--- src/rtl/hcb_pkg.sv ---
// hcb_pkg: shared types and constants for the huffman code builder/encoder
// no dependencies; used by every rtl file but hcb_if through scoped names
`default_nettype none
package hcb_pkg;

	localparam int CODE_FIELD_BITS = 32;
	localparam int LEN_FIELD_BITS  = 6;

	// request modes
	localparam logic [1:0] MODE_COUNT  = 2'd0;
	localparam logic [1:0] MODE_BUILD  = 2'd1;
	localparam logic [1:0] MODE_ENCODE = 2'd2;

	// code table status
	typedef enum logic [1:0] {
		TS_NONE = 2'd0,
		TS_OK   = 2'd1,
		TS_LONG = 2'd2
	} tab_status_t;

	// result error codes
	localparam logic [1:0] ERR_OK       = 2'd0;
	localparam logic [1:0] ERR_NO_CODE  = 2'd1;
	localparam logic [1:0] ERR_TOO_LONG = 2'd2;

	// datapath operations
	typedef enum logic [4:0] {
		OP_NONE,
		OP_CNT_RD,
		OP_CNT_WR,
		OP_ENC_RD,
		OP_ENC_OUT,
		OP_B_INIT,
		OP_SCAN_RD,
		OP_SCAN_PUSH,
		OP_SCAN_NEXT,
		OP_SW_RD,
		OP_SW_MOVE,
		OP_SW_PUT,
		OP_P_RD0,
		OP_P_RDL,
		OP_P_CAP,
		OP_SK_RL,
		OP_SK_RR,
		OP_SK_STEP,
		OP_SAVE_A,
		OP_MERGE,
		OP_W_RD0,
		OP_W_ROOT,
		OP_W_POP,
		OP_W_EXAM,
		OP_W_ONE,
		OP_W_ZERO,
		OP_B_DONE
	} dp_op_t;

	typedef enum logic [4:0] {
		ST_IDLE,
		ST_CNT_RD,
		ST_CNT_WR,
		ST_ENC_RD,
		ST_ENC_OUT,
		ST_B_INIT,
		ST_SCAN_RD,
		ST_SCAN_CHK,
		ST_SCAN_NEXT,
		ST_SW_RD,
		ST_SW_CMP,
		ST_M_CHK,
		ST_P_RD0,
		ST_P_RDL,
		ST_P_CAP,
		ST_SK_RL,
		ST_SK_RR,
		ST_SK_STEP,
		ST_SAVE_A,
		ST_MERGE,
		ST_W_RD0,
		ST_W_ROOT,
		ST_W_POP,
		ST_W_EXAM,
		ST_W_ONE,
		ST_W_ZERO,
		ST_B_DONE
	} state_t;

	typedef struct packed {
		dp_op_t op;
		logic   in_ready;
	} cmd_t;

	typedef struct packed {
		logic       in_fire;
		logic [1:0] in_mode;
		logic       cnt_nz;
		logic       scan_last;
		logic       idx_zero;
		logic       sw_up;
		logic       sk_move;
		logic       fill_gt1;
		logic       fill_zero;
		logic       sp_zero;
		logic       is_leaf;
		logic       out_full;
	} sts_t;

endpackage
`default_nettype wire

--- src/rtl/hcb_ctrl.sv ---
// hcb_ctrl: sequencer for count, encode and the heap based code build
// depends on hcb_pkg
`default_nettype none
module hcb_ctrl (
	input  wire logic          clk,
	input  wire logic          arst_n,
	input  wire hcb_pkg::sts_t sts,
	output hcb_pkg::cmd_t      cmd
);

	hcb_pkg::state_t state_q, state_d;
	logic in_merge_q;
	logic pop_b_q;

	// state and context registers
	always_ff @(posedge clk or negedge arst_n) begin
		if (!arst_n) begin
			state_q    <= hcb_pkg::ST_IDLE;
			in_merge_q <= 1'b0;
			pop_b_q    <= 1'b0;
		end else begin
			state_q <= state_d;
			if (state_q == hcb_pkg::ST_B_INIT) in_merge_q <= 1'b0;
			if (state_q == hcb_pkg::ST_MERGE) in_merge_q <= 1'b1;
			if (state_q == hcb_pkg::ST_M_CHK) pop_b_q <= 1'b0;
			if (state_q == hcb_pkg::ST_SAVE_A) pop_b_q <= 1'b1;
		end
	end

	// next state
	always_comb begin
		state_d = state_q;
		case (state_q)
			hcb_pkg::ST_IDLE: begin
				if (sts.in_fire) begin
					case (sts.in_mode)
						hcb_pkg::MODE_COUNT:  state_d = hcb_pkg::ST_CNT_RD;
						hcb_pkg::MODE_BUILD:  state_d = hcb_pkg::ST_B_INIT;
						hcb_pkg::MODE_ENCODE: state_d = hcb_pkg::ST_ENC_RD;
						default:              state_d = hcb_pkg::ST_IDLE;
					endcase
				end
			end
			hcb_pkg::ST_CNT_RD:  state_d = hcb_pkg::ST_CNT_WR;
			hcb_pkg::ST_CNT_WR:  state_d = hcb_pkg::ST_IDLE;
			hcb_pkg::ST_ENC_RD:  state_d = hcb_pkg::ST_ENC_OUT;
			hcb_pkg::ST_ENC_OUT: if (!sts.out_full) state_d = hcb_pkg::ST_IDLE;
			hcb_pkg::ST_B_INIT:  state_d = hcb_pkg::ST_SCAN_RD;
			hcb_pkg::ST_SCAN_RD: state_d = hcb_pkg::ST_SCAN_CHK;
			hcb_pkg::ST_SCAN_CHK:
				state_d = sts.cnt_nz ? hcb_pkg::ST_SW_RD : hcb_pkg::ST_SCAN_NEXT;
			hcb_pkg::ST_SCAN_NEXT:
				state_d = sts.scan_last ? hcb_pkg::ST_M_CHK : hcb_pkg::ST_SCAN_RD;
			hcb_pkg::ST_SW_RD: begin
				if (sts.idx_zero)
					state_d = in_merge_q ? hcb_pkg::ST_M_CHK : hcb_pkg::ST_SCAN_NEXT;
				else
					state_d = hcb_pkg::ST_SW_CMP;
			end
			hcb_pkg::ST_SW_CMP: begin
				if (sts.sw_up)
					state_d = hcb_pkg::ST_SW_RD;
				else
					state_d = in_merge_q ? hcb_pkg::ST_M_CHK : hcb_pkg::ST_SCAN_NEXT;
			end
			hcb_pkg::ST_M_CHK: begin
				if (sts.fill_gt1)
					state_d = hcb_pkg::ST_P_RD0;
				else if (sts.fill_zero)
					state_d = hcb_pkg::ST_B_DONE;
				else
					state_d = hcb_pkg::ST_W_RD0;
			end
			hcb_pkg::ST_P_RD0:  state_d = hcb_pkg::ST_P_RDL;
			hcb_pkg::ST_P_RDL:  state_d = hcb_pkg::ST_P_CAP;
			hcb_pkg::ST_P_CAP:  state_d = hcb_pkg::ST_SK_RL;
			hcb_pkg::ST_SK_RL:  state_d = hcb_pkg::ST_SK_RR;
			hcb_pkg::ST_SK_RR:  state_d = hcb_pkg::ST_SK_STEP;
			hcb_pkg::ST_SK_STEP: begin
				if (sts.sk_move)
					state_d = hcb_pkg::ST_SK_RL;
				else
					state_d = pop_b_q ? hcb_pkg::ST_MERGE : hcb_pkg::ST_SAVE_A;
			end
			hcb_pkg::ST_SAVE_A: state_d = hcb_pkg::ST_P_RD0;
			hcb_pkg::ST_MERGE:  state_d = hcb_pkg::ST_SW_RD;
			hcb_pkg::ST_W_RD0:  state_d = hcb_pkg::ST_W_ROOT;
			hcb_pkg::ST_W_ROOT: state_d = hcb_pkg::ST_W_POP;
			hcb_pkg::ST_W_POP:
				state_d = sts.sp_zero ? hcb_pkg::ST_B_DONE : hcb_pkg::ST_W_EXAM;
			hcb_pkg::ST_W_EXAM:
				state_d = sts.is_leaf ? hcb_pkg::ST_W_POP : hcb_pkg::ST_W_ONE;
			hcb_pkg::ST_W_ONE:  state_d = hcb_pkg::ST_W_ZERO;
			hcb_pkg::ST_W_ZERO: state_d = hcb_pkg::ST_W_POP;
			hcb_pkg::ST_B_DONE: state_d = hcb_pkg::ST_IDLE;
			default:            state_d = hcb_pkg::ST_IDLE;
		endcase
	end

	// datapath commands
	always_comb begin
		cmd.in_ready = (state_q == hcb_pkg::ST_IDLE);
		cmd.op       = hcb_pkg::OP_NONE;
		case (state_q)
			hcb_pkg::ST_CNT_RD:    cmd.op = hcb_pkg::OP_CNT_RD;
			hcb_pkg::ST_CNT_WR:    cmd.op = hcb_pkg::OP_CNT_WR;
			hcb_pkg::ST_ENC_RD:    cmd.op = hcb_pkg::OP_ENC_RD;
			hcb_pkg::ST_ENC_OUT:
				cmd.op = sts.out_full ? hcb_pkg::OP_NONE : hcb_pkg::OP_ENC_OUT;
			hcb_pkg::ST_B_INIT:    cmd.op = hcb_pkg::OP_B_INIT;
			hcb_pkg::ST_SCAN_RD:   cmd.op = hcb_pkg::OP_SCAN_RD;
			hcb_pkg::ST_SCAN_CHK:
				cmd.op = sts.cnt_nz ? hcb_pkg::OP_SCAN_PUSH : hcb_pkg::OP_NONE;
			hcb_pkg::ST_SCAN_NEXT: cmd.op = hcb_pkg::OP_SCAN_NEXT;
			hcb_pkg::ST_SW_RD:
				cmd.op = sts.idx_zero ? hcb_pkg::OP_SW_PUT : hcb_pkg::OP_SW_RD;
			hcb_pkg::ST_SW_CMP:
				cmd.op = sts.sw_up ? hcb_pkg::OP_SW_MOVE : hcb_pkg::OP_SW_PUT;
			hcb_pkg::ST_P_RD0:     cmd.op = hcb_pkg::OP_P_RD0;
			hcb_pkg::ST_P_RDL:     cmd.op = hcb_pkg::OP_P_RDL;
			hcb_pkg::ST_P_CAP:     cmd.op = hcb_pkg::OP_P_CAP;
			hcb_pkg::ST_SK_RL:     cmd.op = hcb_pkg::OP_SK_RL;
			hcb_pkg::ST_SK_RR:     cmd.op = hcb_pkg::OP_SK_RR;
			hcb_pkg::ST_SK_STEP:   cmd.op = hcb_pkg::OP_SK_STEP;
			hcb_pkg::ST_SAVE_A:    cmd.op = hcb_pkg::OP_SAVE_A;
			hcb_pkg::ST_MERGE:     cmd.op = hcb_pkg::OP_MERGE;
			hcb_pkg::ST_W_RD0:     cmd.op = hcb_pkg::OP_W_RD0;
			hcb_pkg::ST_W_ROOT:    cmd.op = hcb_pkg::OP_W_ROOT;
			hcb_pkg::ST_W_POP:
				cmd.op = sts.sp_zero ? hcb_pkg::OP_NONE : hcb_pkg::OP_W_POP;
			hcb_pkg::ST_W_EXAM:    cmd.op = hcb_pkg::OP_W_EXAM;
			hcb_pkg::ST_W_ONE:     cmd.op = hcb_pkg::OP_W_ONE;
			hcb_pkg::ST_W_ZERO:    cmd.op = hcb_pkg::OP_W_ZERO;
			hcb_pkg::ST_B_DONE:    cmd.op = hcb_pkg::OP_B_DONE;
			default:               cmd.op = hcb_pkg::OP_NONE;
		endcase
	end

endmodule
`default_nettype wire

--- config.mk ---
export PLATFORM = sky130hd
export DESIGN_NAME = hcb_ctrl
export DESIGN_NICKNAME = d
export VERILOG_FILES = /design/src/rtl/hcb_pkg.sv /design/src/rtl/hcb_ctrl.sv
export SDC_FILE = /design/constraint.sdc
export NUM_CORES = 1
export LEC_CHECK = 0
export BUFFER_PORTS_ARGS = -buffer_cell sky130_fd_sc_hd__buf_2
export CORE_MARGIN = 2
export CORE_UTILIZATION = 48
export DETAILED_ROUTE_END_ITERATION = 10
export GPL_ROUTABILITY_DRIVEN = 0
export GPL_TIMING_DRIVEN = 1
export PLACE_DENSITY = 0.74
export SYNTH_ARGS = -nofsm -noshare
export SYNTH_HDL_FRONTEND = slang
export SYNTH_SLANG_ARGS = --single-unit
--- constraint.sdc ---
create_clock -name clk -period 1.65 [get_ports clk]
set_input_delay 0.33 -clock clk [delete_from_list [all_inputs] [get_ports clk]]
set_output_delay 0.33 -clock clk [all_outputs]
set_load 0.005 [all_outputs]
==> impl_results.md <==
- Ant. Diodes: 0
- Area contributors post-synth: dfrtp_1 (18%), a21oi_1 (5.6%), o21ai_0 (5.6%)
- Cell Area, Placed: roughly 1300 µm²
- Fin area: between 1500 and 2000 µm²
- Detailed Place HPWL: about 2.5 mm
- Starting Density: around half
- Clk_skew: between 9 and 10 ps
- Syn nets: 155
- Core Util, Final: approximately 82%
- Post-layout net count: 213
- Unique masters post-synth: between 50 and 60
- Power per Cell Area: between 1000 and 1500 nW/µm²
- Final ANT Viol Nets: 0
- # DRC: 0
- #FFs+latches synth: 7
- EDFF count, synth: 0
- RSZ-0062 raised after global routing: yes
- Post-Synth XOR/XNOR Area: less than 1%
- Asr flop ratio synth: 100%
- CP Max Fanout: 8
- Clock group share of total power: approximately 8.0%
- Synth Area in Adders: 0%
- Net Sw Frac: around 47%
- Peak VDD IR: between 0.8 and 0.9 mV
- Comb power frac: 77.7%
- Hold Path Stages: 2
- Reg2reg start: state_q[3]
- Leakage: approximately 0.67 nW
- Reg2reg setup slack: -190 ps
- Pins Over Slew Limit: 0
- CP Launch Type: register
- Post-Syn Area: approximately 980 µm²
- CP max stage delay: roughly 460 ps
- Top FF cell, synth: dfrtp_1
- Yosys top cell area share: about 18%
- Mean Syn Cell Area: approximately 7.0 µm²
- Total GRT Usage: 35.8%
- Die width: between 40 and 50 µm
- Synth Instances: 140
- Post-synthesis simple-gate area fraction: between 30% and 40%
- Hold Violations, Final: 0
- Tcrit/Tclk final: 117%
- Sequential power share: between 10 and 15%
- Drt initial violations: between 80 and 90
- Worst EP required: about 1300 ps
- Clock sinks: 7
- Fin crit period: between 1500 and 2000 ps
- Row count: 16
- Worst EP arrival: roughly 1600 ps
- Sw Pwr: between 0.9 and 1 mW
- Slowest cell on crit path: dfrtp_2
- Worst Hold Launch: sts[4]
- HP Class: input pin to register
- Reg2Reg Capture Point: state_q[2]
- Share of cells above drive strength 1: about half
- Root Driver: clkbuf_4
- H-Tree Depth: 1
- Worst Setup End Kind: primary output
- Sequential area share after synthesis: 17.9%
- Die Height: between 40 and 50 µm
- Ports: 21
- Worst Max-Slew Pin Slew: 526 ps
- WHS Endpoint: state_q[4]
- Max Cap Viol: 0
- Vias post-DR: 1466
- Fmax: ~0.52 GHz
- 1st-pass router iterations: 5
- Worst Reg2Reg Path Length in Cells: 5
- Largest family of logic cells by synthesized area: compound AO/OA/AOI/OAI gates
- Most frequent cell after synthesis: nor2_1
- Failing checks: setup timing
- Port Buf Inserts: 20
- Longest Clk Path Bufs: 2
- Area delta synth->final: 63.1%
- Kind of critical path: register to primary output
- Number of global-route vias before repair: between 1000 and 1500
- Final worst slack: -274 ps
- Cell taking the most area after synthesis: dfrtp_1
- Clock Latency Late Sink: between 200 and 300 ps
- Die area: between 2000 and 2500 µm²
- CTS tree: done
- Post-synth top cells: nor2_1 (14), a21oi_1 (11), nand2_1 (11), o21ai_0 (11)
- First-pass GRT wire length: around 6.7 mm
- Final wirelength: around 4.5 mm
- Congestion Overflow GR: 0
- # fillers: roughly 120
- Post-synthesis mux area share: ~1%
- Yosys warns: 0
- Pint: ~1.1 mW
- Avg WL per Cell: about 20 µm
- Critical-path cell list: buf_4 > or4_4 > nor2_4 > buf_2
- Post-synthesis compound-gate area fraction: about 37%
- Slew HR: around two thirds
- Core footprint: 1940 µm²
- CTS buffer count: 3
- Endpoints failing setup: 10
- Clock transition at the registers of the reported paths: 60 ps
- Outcome: finished, violations left
- Initial antenna violation count: 0
- Pin count of the biggest net entering global routing: 17
- Vias per inst: 6.54
metal layers:
metal | share of wire (%) | routed length [µm] | GRT usage (%)
met1 | 38 | 1720 | 39.4
met3 | 8.7 | 390 | 7.06
met2 | 48 | 2140 | 62.6
met4 | 5.2 | 232 | 21.4
met5 | 0 | 0 | 0
final cells by class:
class | count | area, µm² | share of cell area, %
sequential | 7 | 180 | 11.3
multi-input combinational | 115 | 842 | 52.6
clock buffer | 4 | 26.3 | 1.64
timing repair buffer | 66 | 497 | 31.0
inverter | 5 | 21.3 | 1.33
tap | 27 | 33.8 | 2.11
metrics by stage:
step | TNS, ps | instances | hold WS (ps) | power (mW) | setup WS, ps
finish | -1810 | 224 | 374 | 2.01 | -274
global route | -2070 | 224 | 410 | 2.11 | -309
CTS | -1350 | 221 | 383 | 1.81 | -233
detailed placement | -458 | 204 | 172 | 1.34 | -77.0
global placement | -282 | 204 | 170 | 1.32 | -66.2
floorplan | 0 | 140 | 34.4 | 0.924 | 9.06
logic make-up after synthesis:
group	Yosys count
AND/OR/NAND/NOR	61
AO/OA/AOI/OAI	52
buffers and inverters	18
flip-flops	7
XOR/XNOR	1
multiplexers	1
registers in the layout (all words and copies together) (netlist names):
register / count
pop_b_q: 1
in_merge_q: 1
state_q: 5
power by group through the flow:
stage | clock, mW | combinational (mW) | sequential, mW
2_1_floorplan | 0 | 0.679 | 0.245
3_3_place_gp | 0 | 1.04 | 0.276
3_5_place_dp | 0 | 1.06 | 0.277
4_1_cts | 0.163 | 1.37 | 0.277
5_1_grt | 0.174 | 1.64 | 0.290
6_report | 0.161 | 1.56 | 0.287
worst max-delay path, delay by kind of cell (launching register included):
family | cells | cell delay, ps
DFF | 1 | 460
buffers and inverters | 2 | 300
and+or+nand+nor | 2 | 580
layout by cell type (no fill, tap or decap), drive strengths merged, types with 2 or more instances in the layout:
master / instances
nand2: 11
buf: 65
or4: 2
nand3b: 3
nor2b: 2
nor2: 15
dfrtp: 7
inv: 5
or2: 2
a21oi: 11
a41oi: 2
nand2b: 8
a2111oi: 2
o31ai: 3
a21boi: 2
nand3: 5
a22oi: 2
o22ai: 2
a31oi: 2
o2111ai: 3
nor3: 3
nor4: 2
o21ai: 11
clkbuf: 4
what timing repair did:
item | CTS | global route
setup buffers | 13 | 3
hold endpoints to repair | 7 | 0
pin swaps | 15 | 6
cloned | 0 | 0
setup endpoints to repair | 10 | 10
hold buffers | 1 | 0
resized for setup | 40 | 13
worst max path at each step:
stage / start / endpoint / slack [ps] / cells after the start
floorplan: state_q[1] / cmd[3] / 9 / 5
global placement: state_q[0] / cmd[3] / -70 / 5
detailed placement: state_q[3] / state_q[0] / -80 / 4
CTS: state_q[1] / cmd[0] / -230 / 4
global route: state_q[0] / cmd[0] / -310 / 4
finish: state_q[0] / cmd[0] / -270 / 4
Note: power is estimated with default switching activity, not from simulation.
